## src/rtl/sm83s_pkg.sv

```systemverilog
// Package: opcodes, post-boot register values and flag positions of the SM83 subset step.
`timescale 1ns / 1ps
package sm83s_pkg;

    // Opcodes of the supported subset
    localparam logic [7:0] OP_NOP     = 8'h00;
    localparam logic [7:0] OP_JP_A16  = 8'hC3;
    localparam logic [7:0] OP_XOR_A   = 8'hAF;
    localparam logic [7:0] OP_LD_HL   = 8'h21;
    localparam logic [7:0] OP_LD_SP   = 8'h31;
    localparam logic [7:0] OP_LD_A    = 8'h3E;
    localparam logic [7:0] OP_LD_B    = 8'h06;
    localparam logic [7:0] OP_LD_C    = 8'h0E;
    localparam logic [7:0] OP_LDD_HLA = 8'h32;
    localparam logic [7:0] OP_DEC_B   = 8'h05;
    localparam logic [7:0] OP_DEC_C   = 8'h0D;
    localparam logic [7:0] OP_JR_NZ   = 8'h20;
    localparam logic [7:0] OP_DI      = 8'hF3;
    localparam logic [7:0] OP_EI      = 8'hFB;

    // Machine clock counts
    localparam logic [4:0] CYC_NONE = 5'd0;
    localparam logic [4:0] CYC_4    = 5'd4;
    localparam logic [4:0] CYC_8    = 5'd8;
    localparam logic [4:0] CYC_12   = 5'd12;
    localparam logic [4:0] CYC_16   = 5'd16;

    // Flag nibble bit positions: Z N H C
    localparam int FLAG_Z = 3;
    localparam int FLAG_N = 2;
    localparam int FLAG_H = 1;
    localparam int FLAG_C = 0;

    // Post-boot register values
    localparam logic [15:0] RST_PC    = 16'h0100;
    localparam logic [15:0] RST_SP    = 16'hFFFE;
    localparam logic [7:0]  RST_A     = 8'h01;
    localparam logic [3:0]  RST_FLAGS = 4'hB;
    localparam logic [7:0]  RST_B     = 8'h00;
    localparam logic [7:0]  RST_C     = 8'h13;
    localparam logic [7:0]  RST_H     = 8'h01;
    localparam logic [7:0]  RST_L     = 8'h4D;

    typedef struct packed {
        logic [15:0] next_pc;
        logic [4:0]  cycles;
        logic        write_en;
        logic [15:0] write_addr;
        logic [7:0]  write_data;
        logic        illegal;
        logic [7:0]  acc;
        logic [3:0]  flag_bits;
        logic        interrupts_enabled;
        logic [15:0] bc_pair;
        logic [15:0] hl_pair;
        logic [15:0] stack_ptr;
    } t_result;

endpackage

```

## src/rtl/sm83_instruction_subset_step.sv

```systemverilog
// Top level: executes one SM83 subset instruction per input beat, one result beat each.
//
//  channel | direction | handshake          | payload
//  --------+-----------+--------------------+------------------------------------------
//  in      | into      | i_valid / o_stall  | i_func, i_operand_word
//  out     | out of    | o_valid / i_stall  | o_next_pc ... o_stack_ptr (12 fields)
//
// Flow: a beat taken into the input register is executed from there and loaded into the
// result register when that register is free; one beat per cycle is sustained while the
// output is not stalled. The register file updates on the edge that loads the result, so
// the next beat always sees the state left by the one before it.
// Reset (synchronous, active low) loads the post-boot register values and empties
// both stages. A stall on the output holds the result and backs up into o_stall.
`timescale 1ns / 1ps
`default_nettype none
module sm83_instruction_subset_step (
    input  wire logic        i_clk,
    input  wire logic        i_rst_n,
    input  wire logic        i_valid,
    output logic             o_stall,
    input  wire logic [7:0]  i_func,
    input  wire logic [15:0] i_operand_word,
    output logic             o_valid,
    input  wire logic        i_stall,
    output logic [15:0]      o_next_pc,
    output logic [4:0]       o_cycles,
    output logic             o_write_en,
    output logic [15:0]      o_write_addr,
    output logic [7:0]       o_write_data,
    output logic             o_illegal,
    output logic [7:0]       o_acc,
    output logic [3:0]       o_flag_bits,
    output logic             o_interrupts_enabled,
    output logic [15:0]      o_bc_pair,
    output logic [15:0]      o_hl_pair,
    output logic [15:0]      o_stack_ptr
);
    import sm83s_pkg::*;

    // Input stage
    logic        r_in_valid;
    logic [7:0]  r_func;
    logic [15:0] r_word;

    // Architectural registers
    logic [15:0] r_pc, n_pc;
    logic [15:0] r_sp, n_sp;
    logic [7:0]  r_a, n_a;
    logic [3:0]  r_f, n_f;
    logic [7:0]  r_b, n_b;
    logic [7:0]  r_c, n_c;
    logic [7:0]  r_h, n_h;
    logic [7:0]  r_l, n_l;
    logic        r_ime, n_ime;

    // Result stage
    logic        r_out_valid;
    t_result     r_res, n_res;

    logic        out_load;   // result register may take a new beat
    logic        exec;       // input stage retires into the result register
    logic [15:0] pc_inc;
    logic [15:0] hl_cur;
    logic [15:0] hl_dec;
    logic [7:0]  dec_in;
    logic [7:0]  dec_out;
    logic [3:0]  dec_flags;
    logic [15:0] rel_off;

    // Output register is free when empty or being drained this cycle
    assign out_load = !r_out_valid || !i_stall;
    assign exec     = r_in_valid && out_load;
    // Input register takes a beat when empty or when its beat retires now
    assign o_stall  = r_in_valid && !out_load;

    assign pc_inc  = r_pc + 16'd1;
    assign hl_cur  = {r_h, r_l};
    assign hl_dec  = hl_cur - 16'd1;
    assign rel_off = {{8{r_word[7]}}, r_word[7:0]};

    // Shared 8-bit decrement for DEC B and DEC C; carry is kept
    assign dec_in  = (r_func == OP_DEC_C) ? r_c : r_b;
    assign dec_out = dec_in - 8'd1;
    always_comb begin
        dec_flags         = 4'b0000;
        dec_flags[FLAG_Z] = (dec_out == 8'h00);
        dec_flags[FLAG_N] = 1'b1;
        dec_flags[FLAG_H] = (dec_in[3:0] == 4'h0);
        dec_flags[FLAG_C] = r_f[FLAG_C];
    end

    // Decode and execute the held instruction
    always_comb begin
        n_pc  = pc_inc;
        n_sp  = r_sp;
        n_a   = r_a;
        n_f   = r_f;
        n_b   = r_b;
        n_c   = r_c;
        n_h   = r_h;
        n_l   = r_l;
        n_ime = r_ime;

        n_res            = '0;
        n_res.write_en   = 1'b0;
        n_res.write_addr = 16'h0000;
        n_res.write_data = 8'h00;
        n_res.illegal    = 1'b0;
        n_res.cycles     = CYC_4;

        case (r_func)
            OP_NOP: begin
                n_res.cycles = CYC_4;
            end
            OP_JP_A16: begin
                n_pc         = r_word;
                n_res.cycles = CYC_16;
            end
            OP_XOR_A: begin
                n_a          = 8'h00;
                n_f          = 4'b0000;
                n_f[FLAG_Z]  = 1'b1;
                n_res.cycles = CYC_4;
            end
            OP_LD_HL: begin
                n_h          = r_word[15:8];
                n_l          = r_word[7:0];
                n_pc         = r_pc + 16'd3;
                n_res.cycles = CYC_12;
            end
            OP_LD_SP: begin
                n_sp         = r_word;
                n_pc         = r_pc + 16'd3;
                n_res.cycles = CYC_12;
            end
            OP_LD_A: begin
                n_a          = r_word[7:0];
                n_pc         = r_pc + 16'd2;
                n_res.cycles = CYC_8;
            end
            OP_LD_B: begin
                n_b          = r_word[7:0];
                n_pc         = r_pc + 16'd2;
                n_res.cycles = CYC_8;
            end
            OP_LD_C: begin
                n_c          = r_word[7:0];
                n_pc         = r_pc + 16'd2;
                n_res.cycles = CYC_8;
            end
            OP_LDD_HLA: begin
                // Store A at HL, then post-decrement HL
                n_res.write_en   = 1'b1;
                n_res.write_addr = hl_cur;
                n_res.write_data = r_a;
                n_h              = hl_dec[15:8];
                n_l              = hl_dec[7:0];
                n_res.cycles     = CYC_8;
            end
            OP_DEC_B: begin
                n_b          = dec_out;
                n_f          = dec_flags;
                n_res.cycles = CYC_4;
            end
            OP_DEC_C: begin
                n_c          = dec_out;
                n_f          = dec_flags;
                n_res.cycles = CYC_4;
            end
            OP_JR_NZ: begin
                if (!r_f[FLAG_Z]) begin
                    n_pc         = r_pc + 16'd2 + rel_off;
                    n_res.cycles = CYC_12;
                end else begin
                    n_pc         = r_pc + 16'd2;
                    n_res.cycles = CYC_8;
                end
            end
            OP_DI: begin
                n_ime        = 1'b0;
                n_res.cycles = CYC_4;
            end
            OP_EI: begin
                n_ime        = 1'b1;
                n_res.cycles = CYC_4;
            end
            default: begin
                // Unknown opcode: hold every register, report illegal
                n_pc          = r_pc;
                n_res.illegal = 1'b1;
                n_res.cycles  = CYC_NONE;
            end
        endcase

        n_res.next_pc            = n_pc;
        n_res.acc                = n_a;
        n_res.flag_bits          = n_f;
        n_res.interrupts_enabled = n_ime;
        n_res.bc_pair            = {n_b, n_c};
        n_res.hl_pair            = {n_h, n_l};
        n_res.stack_ptr          = n_sp;
    end

    // Input stage: capture a beat whenever it is not stalled
    always_ff @(posedge i_clk) begin
        if (!i_rst_n) begin
            r_in_valid <= 1'b0;
        end else if (!o_stall) begin
            r_in_valid <= i_valid;
        end
    end

    always_ff @(posedge i_clk) begin
        if (!o_stall && i_valid) begin
            r_func <= i_func;
            r_word <= i_operand_word;
        end
    end

    // Register file: advance only when an instruction retires
    always_ff @(posedge i_clk) begin
        if (!i_rst_n) begin
            r_pc  <= RST_PC;
            r_sp  <= RST_SP;
            r_a   <= RST_A;
            r_f   <= RST_FLAGS;
            r_b   <= RST_B;
            r_c   <= RST_C;
            r_h   <= RST_H;
            r_l   <= RST_L;
            r_ime <= 1'b0;
        end else if (exec) begin
            r_pc  <= n_pc;
            r_sp  <= n_sp;
            r_a   <= n_a;
            r_f   <= n_f;
            r_b   <= n_b;
            r_c   <= n_c;
            r_h   <= n_h;
            r_l   <= n_l;
            r_ime <= n_ime;
        end
    end

    // Result stage: hold while stalled, load or drain otherwise
    always_ff @(posedge i_clk) begin
        if (!i_rst_n) begin
            r_out_valid <= 1'b0;
        end else if (out_load) begin
            r_out_valid <= r_in_valid;
        end
    end

    always_ff @(posedge i_clk) begin
        if (exec) begin
            r_res <= n_res;
        end
    end

    assign o_valid              = r_out_valid;
    assign o_next_pc            = r_res.next_pc;
    assign o_cycles             = r_res.cycles;
    assign o_write_en           = r_res.write_en;
    assign o_write_addr         = r_res.write_addr;
    assign o_write_data         = r_res.write_data;
    assign o_illegal            = r_res.illegal;
    assign o_acc                = r_res.acc;
    assign o_flag_bits          = r_res.flag_bits;
    assign o_interrupts_enabled = r_res.interrupts_enabled;
    assign o_bc_pair            = r_res.bc_pair;
    assign o_hl_pair            = r_res.hl_pair;
    assign o_stack_ptr          = r_res.stack_ptr;

endmodule
`default_nettype wire

```

## config.mk

```make
export PLATFORM = sky130hd
export DESIGN_NAME = sm83_instruction_subset_step
export DESIGN_NICKNAME = d
export VERILOG_FILES = /design/src/rtl/sm83s_pkg.sv /design/src/rtl/sm83_instruction_subset_step.sv
export SDC_FILE = /design/constraint.sdc
export NUM_CORES = 1
export LEC_CHECK = 0
export BUFFER_PORTS_ARGS = -buffer_cell sky130_fd_sc_hd__buf_2
export CAP_MARGIN = 10
export CORE_MARGIN = 4
export CORE_UTILIZATION = 35
export DETAILED_ROUTE_END_ITERATION = 10
export HOLD_SLACK_MARGIN = 0.06
export PLACE_DENSITY_LB_ADDON = 0.15
export SLEW_MARGIN = 20
export SYNTH_ARGS = -nofsm -noshare
export SYNTH_HDL_FRONTEND = slang
export SYNTH_SLANG_ARGS = --single-unit
```

## constraint.sdc

```tcl
create_clock -name i_clk -period 8 [get_ports i_clk]
set_clock_uncertainty 0.2 [all_clocks]
set_input_delay 1.6 -clock i_clk [delete_from_list [all_inputs] [get_ports i_clk]]
set_output_delay 1.6 -clock i_clk [all_outputs]
set_load 0.1 [all_outputs]
```

# After elaboration in Yosys (flattened, before gate mapping)
# Cells that the tools add are included.
# totals
reg_bits,211
inputBits,28
out_inout_bits,110
word_cells,77
# classes
n_addsub,6
n_eq_ne,13
mux,15
reduce_logical,18
# op_table
operator,count
$pmux W16 S5,1
$pmux W8 S2,5
$eq A8 B6 Y1 const B,5
$add A16 B2 Y16 const B,2
$eq A8 B8 Y1 const B,4
$mux W16,2
$mux W25,1
$pmux W5 S5,1
$add A16 B1 Y16 const B,1
$add A16 B16 Y16,1
$eq A8 B3 Y1 const B,2
$eq A8 B4 Y1 const B,2
$logic_not A8 Y1,2
$sub A16 B1 Y16 const B,1
$reduce_or A14 Y1,1
$mux W8,1
$pmux W4 S2,1
$sub A8 B1 Y8 const B,1
$reduce_or A7 Y1,1
$reduce_or A6 Y1,1
$logic_not A1 Y1,4
$logic_not A4 Y1,1
$reduce_or A2 Y1,2
$reduce_or A4 Y1,1
other kinds (6),8

# Depth between registers and ports, before layout
# logic_depth
word_depth,6
ltp_mapped,16
mapped_depth_nobuf,14

# Worst setup path after synthesis
# No wires, ideal clock.
# synth_timing
kind,input port to flip-flop
startpoint,in i_stall
endpoint,"reg r_res (netlist bit o_acc[0]), enable pin"
setup_ns,0.511
arrival_ns,5.139
required_ns,7.289
path_slack_ns,2.150
path_stages,5
n_path_buf,2
cell_sequence,nand2_1 nand2_1 inv_1 clkbuf_1 buf_1
# synth_between
elab_chain_cells,3
# synth_lines
item,line_no,source
"start, declared",sm83_instruction_subset_step.sv:24,"input wire logic i_stall,"
$logic_not A1 Y1,sm83_instruction_subset_step.sv:71,assign out_load = !r_out_valid || !i_stall;
$logic_or A1 B1 Y1,sm83_instruction_subset_step.sv:71,
$logic_and A1 B1 Y1,sm83_instruction_subset_step.sv:72,assign exec = r_in_valid && out_load;
named net exec,sm83_instruction_subset_step.sv:61,logic exec;
"end signal, assigned",sm83_instruction_subset_step.sv:256,r_res <= n_res;
"end, declared",sm83_instruction_subset_step.sv:58,"t_result r_res, n_res;"
# The timed path passes the listed nets, and every way through them passes these cells.
# A chain may end at the register's enable or synchronous reset.

# Final worst setup path
# layout_timing
startpoint,reg r_func[5]
endpoint,reg r_res (netlist bit o_next_pc[12]) (data pin)
# layout_between
elab_chain_cells,3
elab_cells_between_ends,18
cone_classes,eq/ne (13); mux (1); reduce/logical (4)
# layout_lines
item,line_no,source
"start, declared",sm83_instruction_subset_step.sv:42,logic [7:0] r_func;
"start signal, assigned",sm83_instruction_subset_step.sv:215,r_func <= i_func;
$eq A8 B4 Y1 (tied with other cells),sm83_instruction_subset_step.sv:111,case (r_func)
$reduce_or A7 Y1 (no line) (tied with other cells),-,
$pmux W16 S5 (*),sm83_instruction_subset_step.sv:111,
named net n_pc[12],sm83_instruction_subset_step.sv:46,"logic [15:0] r_pc, n_pc;"
# Mark *: on every way through the listed nets, which the timed path passes. The rest lies on a longest branch.

==> summary.md <==
| Metric | Value |
|---|---|
| Die span in y | `183 um` |
| Max Cap Viol | `0` |
| Sequential share of the synthesized area | `0.513` |
| Final setup margin | `roughly 3.3 ns` |
| Commonest cells after routing, fill and taps aside | `buf_2 (135), edfxtp_1 (130), nand2_1 (120)` |
| Final Hold Vio Count | `0` |
| Req. time, crit path | `8.04 ns` |
| IO Port Bufs | `135` |
| Pin count of the biggest net entering global routing | `~130` |
| ANT nets after route | `0` |
| Synth warn | `0` |
| Top sig layer | `met5` |
| HPWL Detailed | `21.3 mm` |
| Core Util, Final | `0.417` |
| Min Tclk post-route | `4.65 ns` |
| Cell count after synthesis | `~1100` |
| Resized cells post-CTS | `0` |
| Post-synth top flop | `edfxtp_1` |
| CP Max Fanout | `36` |
| Fill cells | `2908` |
| Initial antenna violation count | `1` |
| Placer congestion estimate | `just over 0.9` |
| Startpoint types | `register` |
| Setup TNS | `0 ns` |
| Row count | `63` |
| Crit path arrival time | `4.69 ns` |
| First-pass GRT wire length | `47.1 mm` |
| Final Cycle Share | `0.581` |
| Leakage | `0.00484 uW` |
| Crit Path Category | `register to register` |
| Design Area, Final | `around 0.012 mm^2` |
| Initial Util | `0.358` |
| Global route overflow | `0` |
| Commonest non-fill, non-tap cell in the layout | `buf_2` |
| Clk buf depth | `3` |
| Core area | `0.0299 mm^2` |
| Via-to-Cell Ratio | `5.44` |
| Status | `finished clean` |
| Via Count | `8538` |
| Inserted Clock Buffers | `24` |
| Part of the power in combinational logic | `0.145` |
| Reg area | `0.00549 mm^2` |
| Number of synthesized flops with an enable pin | `between 100 and 150` |
| Residual DRC | `0` |
| Die width | `183 um` |
| Number of synthesized register bits | `between 200 and 250` |
| Worst-skew pair later-pin latency | `roughly 0.53 ns` |
| Die Footprint | `~0.033 mm^2` |
| Drt pass-1 iters | `5` |
| Syn Std Cell Area | `0.0107 mm^2` |
| Met1 wire length | `15.4 mm` |
| Multi-input gate area | `0.00482 mm^2` |
| DP Area | `0.0117 mm^2` |
| Switching part of the total power | `0.292` |
| Slowest CP cell | `nor4_1` |
| Internal power | `between 1500 and 2000 uW` |
| Unrepaired setup endpoints after global routing | `no` |
| H-Tree Depth | `1` |
| WL met3 | `2.21 mm` |
| Vias in the first global route | `7978` |
| # clock sinks | `roughly 210` |
| Clock slew at reported path FFs | `0.06 ns` |
| Min-delay worst type | `register to register` |
| Sequential power share | `0.451` |
| Relative slew slack | `0.279` |
| Post-DR wirelength/cell | `19.5 um` |
| Synthesized area per cell | `10.2 um^2` |
| Setup WS pre-CTS | `between 3 and 4 ns` |
| GRT Overall Usage | `0.177` |
| Final Net Count | `about 1200` |
| DR iter-0 viols | `766` |
| Final setup viols | `0` |
| Fin. max-slew vios | `0` |
| Power Density | `223 mW/mm^2` |
| Critical path buffer and inverter count | `1` |
| Cts hold-fix bufs | `0` |
| VDD IR max | `132 uV` |
| CP cell instances | `nand2_1 > or3_1 > clkinv_2 > nor2_1 > fa_1 > nand3_1 > nor4_1 > nand3_1 > xor2_1 > o21ai_0 > a211oi_1 > a31oi_1` |
| Most common cell on crit path | `nand3_1` |
| Share of layout cells above drive strength 1 | `0.195` |
| Net Sw Power | `808 uW` |
| Slowest stage delay, CP | `0.65 ns` |
| Post-Route WL | `30.6 mm` |
| Post-CTS Setup Bufs | `0` |
| CTS tree | `yes` |
| Ant diodes | `0` |
| Syn-to-layout area delta | `16.6%` |
| Setup crit end kind | `register` |
| Met2 wire length | `12.6 mm` |
| Worst Max-Slew Pin Slew | `between 1 and 1.5 ns` |
| Clock root buffer | `clkbuf_16` |
| Fmax | `215 MHz` |
| Clock share of power | `0.403` |
| Boundary pin count | `between 100 and 150` |
| Family with the most delay on the worst path | `simple AND/OR/NAND/NOR gates` |
| Synth unique cells | `79` |
| Async SR Flop Fraction | `0` |
-- layout make-up --
class                           instances  area share
Clock buffer                           34      0.0520
Inverter                               26     0.00874
Multi-Input combinational cell        756       0.387
Clock inverter                         10      0.0122
Tap cell                              390      0.0392
Sequential cell                       209       0.440
Timing Repair Buffer                  145      0.0603
-- path summary, 6_finish.rpt --
check | slack [ns] | end | depth (start not counted) | start
worst max-delay path | 3.35 | o_next_pc[12] | 12 | r_func[5]
worst min-delay path | 0.26 | r_f[0] | 2 | r_f[0]
worst max register to register | 3.35 | o_next_pc[12] | 12 | r_func[5]
worst min register to register | 0.26 | r_f[0] | 2 | r_f[0]
-- stage by stage --
step	total power [uW]	cells	hold slack (ns)
after CTS	2800	1570	0.261
final	2770	1570	0.263
after floorplan	1590	1052	0.235
after detailed placement	1680	1526	0.251
after global placement	1670	1526	0.246
after global routing	2870	1570	0.288
-- power groups by stage --
stage	clock network, uW	logic [uW]	registers [uW]
global route	1190	431	1260
CTS	1140	405	1250
finish	1120	403	1250
floorplan	0	172	1420
global placement	0	402	1270
detailed placement	0	403	1270
-- layer usage --
metal	global-route usage	vias to the layer above
li1	-	4122
met4	0.0384	2
met1	0.276	4113
met5	0	-
met3	0.0297	26
met2	0.257	275
-- synthesized netlist by cell type, types with 13 or more instances --
cell,n,area share
xnor2_1,16,0.013
inv_1,24,0.0084
clkbuf_1,40,0.014
mux2_2,18,0.019
edfxtp_1,130,0.37
a221o_1,19,0.018
a21oi_1,37,0.017
nor2_1,94,0.033
nand2b_1,21,0.012
o21ai_0,53,0.025
dfxtp_1,79,0.15
and2_1,33,0.019
xor2_1,17,0.014
ha_1,25,0.029
nand2_1,121,0.043
o211a_1,13,0.012
nor3_1,30,0.014
nand3_1,45,0.021
-- worst register-to-register path, stage by stage (launching register included) --
cell	delay (ns)
edfxtp_1	0.52
nand2_1	0.26
or3_1	0.53
clkinv_2	0.60
nor2_1	0.35
fa_1	0.26
nand3_1	0.20
nor4_1	0.65
nand3_1	0.17
xor2_1	0.15
o21ai_0	0.09
a211oi_1	0.27
a31oi_1	0.13
-- sequential cells by signal (all words and copies together), names as in the netlist, 3 cells and up --
signal        count
o_write_addr     16
o_flag_bits       4
r_b               8
r_pc             16
r_word           16
r_func            8
o_write_data      8
o_stack_ptr      16
r_c               8
o_next_pc        16
r_sp             16
r_l               8
r_a               8
o_bc_pair        16
r_h               8
o_hl_pair        16
o_acc             8
r_f               4
o_cycles          3
-- cells by family after synthesis --
group / Yosys count / synth area share
flops: 209 / 0.513
simple gates: 432 / 0.205
buf+inv: 87 / 0.0367
other cells: 1 / 0.000351
fa+ha+maj: 27 / 0.0330
xor+xnor: 33 / 0.0270
compound gates: 235 / 0.158
mux: 27 / 0.0274
Note: power is estimated with default switching activity, not from simulation.
